[src/design/tksel_pkg.sv]
// Shared types and constants of the top-K selector.
package tksel_pkg;

	localparam int SCORE_W = 32;

	typedef logic signed [SCORE_W-1:0] score_t;

	// Score reported for a rank that no score occupies.
	localparam score_t MOST_NEG = {1'b1, {(SCORE_W-1){1'b0}}};

	// Depth of the queue between the front and the back.
	localparam int QUEUE_DEPTH = 4;
	localparam int QPTR_W      = 2;
	localparam int QCNT_W      = 3;

endpackage

[src/design/tksel_front.sv]
// Front stage: accept score words and tag them with their position in the vector.
module tksel_front import tksel_pkg::*; #(
	parameter int MAX_CLASSES = 1024,
	parameter int POS_W       = 10
) (
	input  logic             clk,
	input  logic             arst_n,
	input  logic             push,
	input  score_t           score_value,
	input  logic             vector_end,
	input  logic             q_full,
	output logic             full,
	output logic             wr_en,
	output score_t           wr_score,
	output logic [POS_W-1:0] wr_pos,
	output logic             wr_last
);

	localparam logic [POS_W-1:0] POS_MAX = POS_W'(MAX_CLASSES - 1);

	logic [POS_W-1:0] pos_q;

	assign full     = q_full;
	assign wr_en    = push && !q_full;
	assign wr_score = score_value;
	assign wr_pos   = pos_q;
	assign wr_last  = vector_end;

	// Restart at zero after the last word; otherwise count up and hold at the top.
	always_ff @(posedge clk or negedge arst_n) begin
		if (!arst_n) begin
			pos_q <= '0;
		end else if (wr_en) begin
			if (vector_end) begin
				pos_q <= '0;
			end else if (pos_q != POS_MAX) begin
				pos_q <= pos_q + 1'b1;
			end
		end
	end

endmodule

[src/design/tksel_queue.sv]
// Short queue between the front and the back of the top-K selector.
module tksel_queue import tksel_pkg::*; #(
	parameter int WORD_W = 43
) (
	input  logic              clk,
	input  logic              arst_n,
	input  logic              wr_en,
	input  logic [WORD_W-1:0] wr_word,
	input  logic              rd_en,
	output logic              rd_valid,
	output logic [WORD_W-1:0] rd_word,
	output logic              q_full
);

	logic [WORD_W-1:0] mem_q [QUEUE_DEPTH];
	logic [QPTR_W-1:0] wr_ptr_q;
	logic [QPTR_W-1:0] rd_ptr_q;
	logic [QCNT_W-1:0] cnt_q;

	assign rd_valid = (cnt_q != '0);
	assign q_full   = (cnt_q == QCNT_W'(QUEUE_DEPTH));
	assign rd_word  = mem_q[rd_ptr_q];

	always_ff @(posedge clk) begin
		if (wr_en) begin
			mem_q[wr_ptr_q] <= wr_word;
		end
	end

	always_ff @(posedge clk or negedge arst_n) begin
		if (!arst_n) begin
			wr_ptr_q <= '0;
			rd_ptr_q <= '0;
			cnt_q    <= '0;
		end else begin
			if (wr_en) begin
				wr_ptr_q <= wr_ptr_q + 1'b1;
			end
			if (rd_en) begin
				rd_ptr_q <= rd_ptr_q + 1'b1;
			end
			case ({wr_en, rd_en})
				2'b10:   cnt_q <= cnt_q + 1'b1;
				2'b01:   cnt_q <= cnt_q - 1'b1;
				default: cnt_q <= cnt_q;
			endcase
		end
	end

endmodule

[src/design/tksel_back.sv]
// Back stage: compare-insert each score into the sorted row of kept slots.
module tksel_back import tksel_pkg::*; #(
	parameter int TOP_K = 5,
	parameter int POS_W = 10
) (
	input  logic             clk,
	input  logic             arst_n,
	input  logic             rd_valid,
	input  score_t           rd_score,
	input  logic [POS_W-1:0] rd_pos,
	input  logic             rd_last,
	input  logic             can_load,
	output logic             rd_en,
	output logic             load,
	output score_t           load_score [TOP_K],
	output logic [POS_W-1:0] load_pos   [TOP_K],
	output logic             load_used  [TOP_K]
);

	score_t           score_q [TOP_K];
	logic [POS_W-1:0] pos_q   [TOP_K];
	logic [TOP_K-1:0] used_q;

	// gt[j]: the incoming score belongs at or above slot j.
	logic [TOP_K-1:0] gt;
	score_t           nxt_score [TOP_K];
	logic [POS_W-1:0] nxt_pos   [TOP_K];
	logic [TOP_K-1:0] nxt_used;

	// Hold a last word until the result buffer can take the finished row.
	assign rd_en = rd_valid && (!rd_last || can_load);
	assign load  = rd_en && rd_last;

	genvar j;
	generate
		for (j = 0; j < TOP_K; j++) begin : g_slot
			assign gt[j] = !used_q[j] || (rd_score > score_q[j]);

			if (j == 0) begin : g_head
				always_comb begin
					if (gt[0]) begin
						nxt_score[0] = rd_score;
						nxt_pos[0]   = rd_pos;
						nxt_used[0]  = 1'b1;
					end else begin
						nxt_score[0] = score_q[0];
						nxt_pos[0]   = pos_q[0];
						nxt_used[0]  = used_q[0];
					end
				end
			end else begin : g_tail
				// Take the new score at the first hit, shift down below it.
				always_comb begin
					if (gt[j-1]) begin
						nxt_score[j] = score_q[j-1];
						nxt_pos[j]   = pos_q[j-1];
						nxt_used[j]  = used_q[j-1];
					end else if (gt[j]) begin
						nxt_score[j] = rd_score;
						nxt_pos[j]   = rd_pos;
						nxt_used[j]  = 1'b1;
					end else begin
						nxt_score[j] = score_q[j];
						nxt_pos[j]   = pos_q[j];
						nxt_used[j]  = used_q[j];
					end
				end
			end

			assign load_score[j] = nxt_score[j];
			assign load_pos[j]   = nxt_pos[j];
			assign load_used[j]  = nxt_used[j];

			always_ff @(posedge clk) begin
				if (rd_en) begin
					score_q[j] <= nxt_score[j];
					pos_q[j]   <= nxt_pos[j];
				end
			end
		end
	endgenerate

	// Drop every slot after the last word of a vector.
	always_ff @(posedge clk or negedge arst_n) begin
		if (!arst_n) begin
			used_q <= '0;
		end else if (rd_en) begin
			used_q <= rd_last ? '0 : nxt_used;
		end
	end

endmodule

[src/design/tksel_drain.sv]
// Result buffer: hold a finished row and hand it out one rank per word.
module tksel_drain import tksel_pkg::*; #(
	parameter int TOP_K  = 5,
	parameter int POS_W  = 10,
	parameter int RANK_W = 3
) (
	input  logic              clk,
	input  logic              arst_n,
	input  logic              load,
	input  score_t            load_score [TOP_K],
	input  logic [POS_W-1:0]  load_pos   [TOP_K],
	input  logic              load_used  [TOP_K],
	input  logic              pop,
	output logic              can_load,
	output logic              empty,
	output logic [RANK_W-1:0] rank,
	output logic [POS_W-1:0]  class_position,
	output score_t            kept_score,
	output logic              slot_filled,
	output logic              run_last
);

	localparam logic [RANK_W-1:0] RANK_LAST = RANK_W'(TOP_K - 1);

	score_t            sc_q [TOP_K];
	logic [POS_W-1:0]  ps_q [TOP_K];
	logic [TOP_K-1:0]  us_q;
	logic [RANK_W-1:0] rank_q;
	logic              busy_q;
	logic              take;
	logic              at_last;

	assign take     = pop && busy_q;
	assign at_last  = (rank_q == RANK_LAST);
	assign can_load = !busy_q || (take && at_last);

	assign empty          = !busy_q;
	assign rank           = rank_q;
	assign slot_filled    = us_q[0];
	assign kept_score     = us_q[0] ? sc_q[0] : MOST_NEG;
	assign class_position = us_q[0] ? ps_q[0] : '0;
	assign run_last       = at_last;

	genvar i;
	generate
		for (i = 0; i < TOP_K; i++) begin : g_ent
			if (i < TOP_K - 1) begin : g_mid
				always_ff @(posedge clk) begin
					if (load) begin
						sc_q[i] <= load_score[i];
						ps_q[i] <= load_pos[i];
					end else if (take) begin
						sc_q[i] <= sc_q[i+1];
						ps_q[i] <= ps_q[i+1];
					end
				end
				always_ff @(posedge clk or negedge arst_n) begin
					if (!arst_n) begin
						us_q[i] <= 1'b0;
					end else if (load) begin
						us_q[i] <= load_used[i];
					end else if (take) begin
						us_q[i] <= us_q[i+1];
					end
				end
			end else begin : g_end
				always_ff @(posedge clk) begin
					if (load) begin
						sc_q[i] <= load_score[i];
						ps_q[i] <= load_pos[i];
					end
				end
				always_ff @(posedge clk or negedge arst_n) begin
					if (!arst_n) begin
						us_q[i] <= 1'b0;
					end else if (load) begin
						us_q[i] <= load_used[i];
					end
				end
			end
		end
	endgenerate

	// Advance one rank per word taken; a new row restarts at rank zero.
	always_ff @(posedge clk or negedge arst_n) begin
		if (!arst_n) begin
			busy_q <= 1'b0;
			rank_q <= '0;
		end else if (load) begin
			busy_q <= 1'b1;
			rank_q <= '0;
		end else if (take) begin
			if (at_last) begin
				busy_q <= 1'b0;
			end
			rank_q <= rank_q + 1'b1;
		end
	end

endmodule

[src/design/streaming_top_k_selector.sv]
// Streaming top-K selector: one score per cycle in unless full, K ranked words out per vector.
// A vector's rank-0 word reaches the result ports through the queue and the result buffer.
// Throughput: one score per cycle unless full; TOP_K words per vector, one per cycle while popped.
// A last score waits in the queue only while the previous vector's words are still unread.
// Reset (arst_n low) empties the queue and the result buffer, clears every kept slot
// and the position counter; the block is ready in the first cycle after release.
module streaming_top_k_selector import tksel_pkg::*; #(
	parameter int TOP_K       = 5,
	parameter int MAX_CLASSES = 1024,
	localparam int RANK_W     = (TOP_K > 1) ? $clog2(TOP_K) : 1,
	localparam int POS_W      = $clog2(MAX_CLASSES)
) (
	input  logic              clk,
	input  logic              arst_n,
	// Score side
	input  logic              push,
	output logic              full,
	input  score_t            score_value,
	input  logic              vector_end,
	// Result side
	output logic              empty,
	input  logic              pop,
	output logic [RANK_W-1:0] rank,
	output logic [POS_W-1:0]  class_position,
	output score_t            kept_score,
	output logic              slot_filled,
	output logic              run_last
);

	// Queue word layout: {last, position, score}.
	localparam int WORD_W = 1 + POS_W + SCORE_W;

	logic              wr_en;
	score_t            wr_score;
	logic [POS_W-1:0]  wr_pos;
	logic              wr_last;
	logic              q_full;
	logic              rd_valid;
	logic              rd_en;
	logic [WORD_W-1:0] rd_word;
	logic              can_load;
	logic              load;
	score_t            load_score [TOP_K];
	logic [POS_W-1:0]  load_pos   [TOP_K];
	logic              load_used  [TOP_K];

	// Front: accept a word and tag it with its class position.
	tksel_front #(
		.MAX_CLASSES (MAX_CLASSES),
		.POS_W       (POS_W)
	) u_front (
		.clk         (clk),
		.arst_n      (arst_n),
		.push        (push),
		.score_value (score_value),
		.vector_end  (vector_end),
		.q_full      (q_full),
		.full        (full),
		.wr_en       (wr_en),
		.wr_score    (wr_score),
		.wr_pos      (wr_pos),
		.wr_last     (wr_last)
	);

	// Queue: lets the front keep accepting while the back waits on the result buffer.
	tksel_queue #(
		.WORD_W (WORD_W)
	) u_queue (
		.clk      (clk),
		.arst_n   (arst_n),
		.wr_en    (wr_en),
		.wr_word  ({wr_last, wr_pos, wr_score}),
		.rd_en    (rd_en),
		.rd_valid (rd_valid),
		.rd_word  (rd_word),
		.q_full   (q_full)
	);

	// Back: parallel compare against all kept slots, insert, shift the rest down.
	// Ties keep the earlier class because only a strictly greater score enters.
	tksel_back #(
		.TOP_K (TOP_K),
		.POS_W (POS_W)
	) u_back (
		.clk        (clk),
		.arst_n     (arst_n),
		.rd_valid   (rd_valid),
		.rd_score   (rd_word[SCORE_W-1:0]),
		.rd_pos     (rd_word[SCORE_W +: POS_W]),
		.rd_last    (rd_word[WORD_W-1]),
		.can_load   (can_load),
		.rd_en      (rd_en),
		.load       (load),
		.load_score (load_score),
		.load_pos   (load_pos),
		.load_used  (load_used)
	);

	// Result buffer: holds the finished row so the back can start the next vector.
	tksel_drain #(
		.TOP_K  (TOP_K),
		.POS_W  (POS_W),
		.RANK_W (RANK_W)
	) u_drain (
		.clk            (clk),
		.arst_n         (arst_n),
		.load           (load),
		.load_score     (load_score),
		.load_pos       (load_pos),
		.load_used      (load_used),
		.pop            (pop),
		.can_load       (can_load),
		.empty          (empty),
		.rank           (rank),
		.class_position (class_position),
		.kept_score     (kept_score),
		.slot_filled    (slot_filled),
		.run_last       (run_last)
	);

endmodule

[config.mk]
export PLATFORM = sky130hd
export DESIGN_NAME = streaming_top_k_selector
export DESIGN_NICKNAME = d
export VERILOG_FILES = /design/src/design/tksel_pkg.sv /design/src/design/tksel_front.sv /design/src/design/tksel_queue.sv /design/src/design/tksel_back.sv /design/src/design/tksel_drain.sv /design/src/design/streaming_top_k_selector.sv
export SDC_FILE = /design/constraint.sdc
export NUM_CORES = 1
export LEC_CHECK = 0
export BUFFER_PORTS_ARGS = -buffer_cell sky130_fd_sc_hd__buf_2
export CAP_MARGIN = 20
export CORE_UTILIZATION = 63
export DETAILED_ROUTE_END_ITERATION = 12
export GPL_TIMING_DRIVEN = 1
export PLACE_DENSITY = 0.8
export SLEW_MARGIN = 15
export SYNTH_ARGS = -nofsm -noshare
export SYNTH_HDL_FRONTEND = slang
export SYNTH_SLANG_ARGS = --single-unit
[constraint.sdc]
create_clock -name clk -period 8.3 [get_ports clk]
set_input_delay 0 -clock clk [delete_from_list [all_inputs] [get_ports clk]]
set_output_delay 0 -clock clk [all_outputs]
set_load 0.02 [all_outputs]
==> impl_metrics.toml, run 1 <==
[run_status]
outcome = "finished, final reports clean"

[finish]
drive_above_1_share = 0.1324
final_common_cell = "edfxtp_1"
final_cell_mix = "edfxtp_1, nand2_1, mux2i_1, inv_1, ha_1"
nets = 2961
nFillCells = 3556
multi_input_area_mm2 = 0.01296
area_growth_pct = 9.813
antennaDiodeCount = 0
regArea_mm2 = 0.01856

[clocking]
cts-root-buf = "clkbuf_16"
h-tree-depth = 2
numCtsBuffers = 61
post_cts_buffers = 0
cts_resized = 0
clock_path_buffers = 3
clk_latency_ns = 0.64
cts_tree = "yes"
cts.clk_slew.worst_paths_ns = 0.06
cts_num_sinks = 623

[worst_setup_path]
critPathCaptureType = "flop"
start_kind = "flop"
slowest_stage = "a2111oi_0"
worstPathBufferInverterCount = 2
r2r-start = "u_queue.rd_ptr_q[0]$_DFFE_PN0P_"
cp_max_fo = 28
rr_worst_depth = 12
worstSetupPathType = "flop to flop"
path_delay_family = "compound AO/OA/AOI/OAI gates"
cp.required_ns = 8.70
cp.arrival_ns = 6.44
reg2reg_slack_ns = 2.26
rr_endpoint = "u_drain.sc_q[0][93]$_DFFE_PP_"
path_cells = "buf_12 -> mux4_2 -> ha_1 -> a21oi_1 -> a21boi_0 -> a2111oi_0 -> a31oi_1 -> a2111oi_2 -> o31a_2 -> buf_4 -> nor2_1 -> o31ai_1"
cpPeakStageDelay_ns = 0.80

[hold_path]
holdPathEnd = "u_queue.mem_q[0][4]$_DFFE_PP_"
hp-class = "primary input to flop"
worstHoldStart = "score_value[4]"
worst_hold_path.num_cells = 2

[detailed_routing]
drt_iter0_drc = 2839
drt-total-wl_mm = 83.21
vias = 23040
avgRoutedWirePerCell_um = 23.89
avgViaCountPerCell = 6.615
ant_nets = 0
dr.pass1.iters = 6
drc_errors = 0

[global_routing]
grt_antenna_before_repair = 2
grt_pass1_wl_mm = 129.1
grt-ovfl-total = 0
grt_use_total = 0.3150
grt_max_degree = 190
grt_pass1_vias = 23020

[yosys]
async_reset_ff_frac = 0.04976
synth_ff_type = "edfxtp_1"
syn_inst = 2683
avgSynthCellArea_um2 = 12.27
syn_nets = 2889
synth_edf_count = 592
ys_seq_area_frac = 0.5638
yosys_warnings = 0
synth_area_mm2 = 0.03291
ys_ff_latch = 623
synth_cell_types = 69

[floorplan]
die_w_um = 230.6
io_pins = 86
core_area_mm2 = 0.05151
num_rows = 83
die_area_mm2 = 0.05315
die_h_um = 230.6
initial_core_util = 0.6389

[flow_run]
maxCapViolCount = 0

[sta]
period_needed_ns = 6.043
rsz0062_at_grt = "no"
maxSlewViolCount = 0
setup_viol_count_final = 0
fmax_ghz = 0.1655
fin_crit_sh = 0.7281
tightest_slew_ns = 1.130
slew-limit-headroom = 0.2464
hold_viol_final = 0
setup_tns_ns = 0
skew_ns = 0.02824

[place]
place.gp.congestion = 0.9223
dpl.hpwl_mm = 52.68
port_buffers = 85
==> synthesized netlist by cell type, types with 4 or more instances <==
| cell | number | share of area |
|---|---|---|
| nand2b_1 | 9 | 0.0017 |
| a211oi_1 | 53 | 0.012 |
| mux2_1 | 11 | 0.0038 |
| and2_1 | 46 | 0.0087 |
| nor3_1 | 134 | 0.020 |
| inv_1 | 179 | 0.020 |
| nand4_1 | 40 | 0.0076 |
| clkbuf_1 | 70 | 0.0080 |
| o21a_1 | 4 | 0.00091 |
| nor2_1 | 168 | 0.019 |
| buf_4 | 10 | 0.0023 |
| nand3_1 | 19 | 0.0029 |
| o21ai_1 | 49 | 0.0075 |
| mux2i_1 | 203 | 0.062 |
| nor4_1 | 5 | 0.00095 |
| a311oi_1 | 31 | 0.0083 |
| nor2b_1 | 47 | 0.0089 |
| a21oi_1 | 138 | 0.021 |
| mux2_2 | 87 | 0.030 |
| mux4_2 | 43 | 0.029 |
| o21ai_0 | 59 | 0.0090 |
| o31ai_1 | 74 | 0.017 |
| buf_2 | 58 | 0.0088 |
| a21o_1 | 41 | 0.0094 |
| edfxtp_1 | 592 | 0.54 |
| ha_1 | 168 | 0.064 |
| a22o_1 | 4 | 0.0011 |
| xor2_1 | 6 | 0.0016 |
| o211ai_1 | 7 | 0.0016 |
| nand2_1 | 212 | 0.024 |
| buf_6 | 14 | 0.0048 |
| nor3b_1 | 11 | 0.0025 |
| xnor2_1 | 8 | 0.0021 |
| a221oi_1 | 4 | 0.0011 |
| dfrtp_1 | 31 | 0.024 |
==> repair_timing <==
action,in CTS,in global routing
hold buffers,39,0
endpoints found under the hold margin,179,0
endpoints found under the setup margin,0,0
==> layer usage <==
metal,vias up,track usage,part of all wire
met2,1311,0.4908,0.46
met5,-,0,0
li1,10213,-,-
met4,0,0.1186,0.035
met1,11289,0.4400,0.41
met3,227,0.06287,0.099
==> kinds of logic after synthesis <==
logic type	synth area share
DFF	0.5638
muxes	0.1254
and+or+nand+nor	0.1001
xor gates and xnor gates	0.003726
buffers and inverters	0.04464
AOI/OAI and AO/OA	0.09791
adders and majority gates	0.06448
==> area by class of cell <==
cell class                 count  area share
tap                          680     0.02354
multi-input combinational   1726      0.3586
clock inverter                32    0.006717
timing repair buffer         163     0.03289
inverter                     180     0.01894
clock buffer                  79     0.04581
sequential                   623      0.5135
==> how the worst max path moves through the flow <==
stage                                          to                            start  depth (start not counted)  slack (ns)
CTS                 u_drain.sc_q[0][93]$_DFFE_PP_  u_queue.rd_ptr_q[0]$_DFFE_PN0P_                         12        2.46
global route        u_drain.sc_q[0][93]$_DFFE_PP_  u_queue.rd_ptr_q[0]$_DFFE_PN0P_                         12        2.14
finish              u_drain.sc_q[0][93]$_DFFE_PP_  u_queue.rd_ptr_q[0]$_DFFE_PN0P_                         12        2.26
floorplan            u_queue.cnt_q[2]$_DFFE_PN0P_  u_queue.rd_ptr_q[0]$_DFFE_PN0P_                         11        1.36
detailed placement  u_drain.sc_q[0][93]$_DFFE_PP_  u_queue.rd_ptr_q[0]$_DFFE_PN0P_                         12        2.50
global placement    u_drain.sc_q[0][93]$_DFFE_PP_  u_queue.rd_ptr_q[0]$_DFFE_PN0P_                         12        2.53
==> state kept, by name, indices dropped and copies added, names as in the netlist, 4 cells and up <==
name,flops
u_back.pos_q,50
u_back.score_q,160
u_back.used_q,5
u_drain.ps_q,50
u_drain.sc_q,160
u_drain.us_q,4
u_front.wr_pos,10
u_queue.mem_q,172
==> through the flow <==
step	util	std cells	setup slack [ns]	area, um^2	hold WS (ns)
global route	0.7016	3483	2.136	36140	0.1123
detailed placement	0.6569	3333	2.498	33840	0.1097
floorplan	-	2683	1.359	32910	-0.2956
global placement	0.6567	3332	2.533	33820	0.08804
CTS	0.7016	3483	2.456	36140	0.08915
finish	0.7016	3483	2.257	36140	0.1236
==> worst reg2reg max path: cells and delay by family, from the launching register on <==
family,cells,cell delay [ns]
buf+inv,2,0.83
compound gates,7,2.85
flops,1,0.79
simple gates,1,0.18
mux,1,0.77
fa+ha+maj,1,0.40
Power of run 1 is left out: the tool's default activity adds up to more than one toggle a clock period on the data nets, which glitch-free logic cannot reach.
==> run 2, diff against run 1 <==
--- a/config.mk
+++ b/config.mk
@@ -7,10 +7,10 @@
 export LEC_CHECK = 0
 export BUFFER_PORTS_ARGS = -buffer_cell sky130_fd_sc_hd__buf_2
 export CAP_MARGIN = 20
-export CORE_UTILIZATION = 63
+export CORE_UTILIZATION = 57
 export DETAILED_ROUTE_END_ITERATION = 12
 export GPL_TIMING_DRIVEN = 1
-export PLACE_DENSITY = 0.8
+export PLACE_DENSITY = 0.77
 export SLEW_MARGIN = 15
 export SYNTH_ARGS = -nofsm -noshare
 export SYNTH_HDL_FRONTEND = slang
==> constraint.sdc (replaced) <==
create_clock -name clk -period 4.9 [get_ports clk]
set_input_delay 0 -clock clk [delete_from_list [all_inputs] [get_ports clk]]
set_output_delay 0 -clock clk [all_outputs]
set_load 0.02 [all_outputs]
==> impl_metrics.toml, run 2 (synthesized netlist as in run 1, its figures left out) <==
[run_status]
outcome = "finished, final reports clean"

[detailed_routing]
dr.pass1.iters = 5
drt-total-wl_mm = 78.32
ant_nets = 0
drc_errors = 0
avgRoutedWirePerCell_um = 21.71
drt_iter0_drc = 2472
avgViaCountPerCell = 6.206
vias = 22386

[worst_setup_path]
cp.required_ns = 5.24
rr_worst_depth = 13
cpPeakStageDelay_ns = 0.62
cp_max_fo = 41
critPathCaptureType = "flop"
critPathMostFrequentCell = "buf_12"
crit_path_start = "u_queue.rd_ptr_q[0]$_DFFE_PN0P_"
reg2reg_slack_ns = 0.20
start_kind = "flop"
worstSetupPathType = "flop to flop"
slowest_stage = "mux4_2"
r2r-start = "u_queue.rd_ptr_q[0]$_DFFE_PN0P_"
path_cells = "buf_12 -> mux4_2 -> buf_4 -> ha_1 -> nand4_1 -> nor4_2 -> a21bo_1 -> a31oi_1 -> a2111oi_2 -> o31ai_4 -> buf_12 -> a211oi_1 -> o31ai_1"
cp.arrival_ns = 5.04

[finish]
final_cell_mix = "edfxtp_1, nand2_1, mux2i_1, inv_1"
design_area_mm2 = 0.03697
reg.largest.list = "u_queue.mem_q x172, u_back.score_q x160, u_drain.sc_q x160"
top_register = "u_queue.mem_q"
antennaDiodeCount = 0
largest_reg_flops = 172
area_growth_pct = 12.36
regArea_mm2 = 0.01856
nets = 3008
drive_above_1_share = 0.1498
multi_input_area_mm2 = 0.01301
nFillCells = 4025
final_common_cell = "edfxtp_1"

[sta]
hold_ws_ns = 0.1361
skew_ns = 0.02800
period_needed_ns = 4.702
setup_viol_count_final = 0
maxSlewViolCount = 0
hold_viol_final = 0
fmax_ghz = 0.2127
slew-limit-headroom = 0.2901
tightest_slew_ns = 1.065
fin_crit_sh = 0.9596

[clocking]
numCtsBuffers = 66
post_cts_buffers = 0
cts.clk_slew.worst_paths_ns = 0.06
clock_path_buffers = 3
cts-root-buf = "clkbuf_16"
clk_latency_ns = 0.62
cts_tree = "yes"
h-tree-depth = 3
cts_num_sinks = 623

[global_routing]
grt_pass1_wl_mm = 124.7
grt_max_degree = 122
grt-ovfl-total = 0
grt_antenna_before_repair = 0
grt_use_total = 0.2679
grt_pass1_vias = 22188

[floorplan]
core_area_mm2 = 0.05671
initial_core_util = 0.5803
num_rows = 87
die_h_um = 242.3
die_w_um = 242.3
io_pins = 86
die_area_mm2 = 0.05870

[place]
place.gp.congestion = 0.9214
place_area_mm2 = 0.03449
dpl.hpwl_mm = 52.15
port_buffers = 85

[hold_path]
hp-class = "primary input to flop"
worst_hold_path.num_cells = 2
worstHoldStart = "score_value[31]"

[flow_run]
maxCapViolCount = 0
-- run 2: stage by stage --
stage	worst slack [ns]	std cells	utilization	TNS (ns)
floorplan	-0.4445	2683	-	-1.018
global placement	0.1726	3449	0.6077	0
detailed placement	0.006769	3450	0.6081	0
CTS	0.1013	3606	0.6514	0
global route	-0.009242	3607	0.6520	-0.009242
finish	0.1981	3607	0.6520	0
-- run 2: cell type report --
type | instances | share of cell area
flip-flops and latches | 623 | 0.5019
multi-input cells | 1726 | 0.3519
clock buffers | 85 | 0.04802
repair buffers | 205 | 0.04677
well taps | 756 | 0.02558
inverters | 180 | 0.01838
clock inverters | 32 | 0.007445
-- run 2: layer usage --
| metal | routed length, um | vias to the layer above | track usage | share of wire |
|---|---|---|---|---|
| met1 | 34810 | 10929 | 0.3971 | 0.44 |
| met3 | 6405 | 143 | 0.04553 | 0.082 |
| met4 | 2278 | 0 | 0.09587 | 0.029 |
| met2 | 34830 | 1003 | 0.3982 | 0.44 |
| met5 | 0 | - | 0 | 0 |
| li1 | - | 10311 | - | - |
-- run 2: path summary, 6_finish.rpt --
kind                                                   end
max                          u_drain.sc_q[0][92]$_DFFE_PP_
min                         u_queue.mem_q[2][31]$_DFFE_PP_
max reg2reg                  u_drain.sc_q[0][92]$_DFFE_PP_
min reg2reg                u_drain.slot_filled$_DFFE_PN0P_
max in group asynchronous  u_queue.rd_ptr_q[1]$_DFFE_PN0P_
min in group asynchronous     u_back.used_q[4]$_DFFE_PN0P_
-- run 2: what timing repair did --
action / in CTS / in global routing
hold endpoints to repair: 181 / 0
gates resized for setup: 1 / 2
endpoints found under the setup margin: 27 / 60
hold buffers: 39 / 0
-- run 2: worst max-delay path: cells and delay by family (launching register included) --
kind	cells	cell delay, ns
and+or+nand+nor	2	0.60
AOI/OAI and AO/OA	6	1.60
adders and majority gates	1	0.30
buffers and inverters	3	0.76
DFF	1	0.50
muxes	1	0.62
Power of run 2 is left out for the same reason.
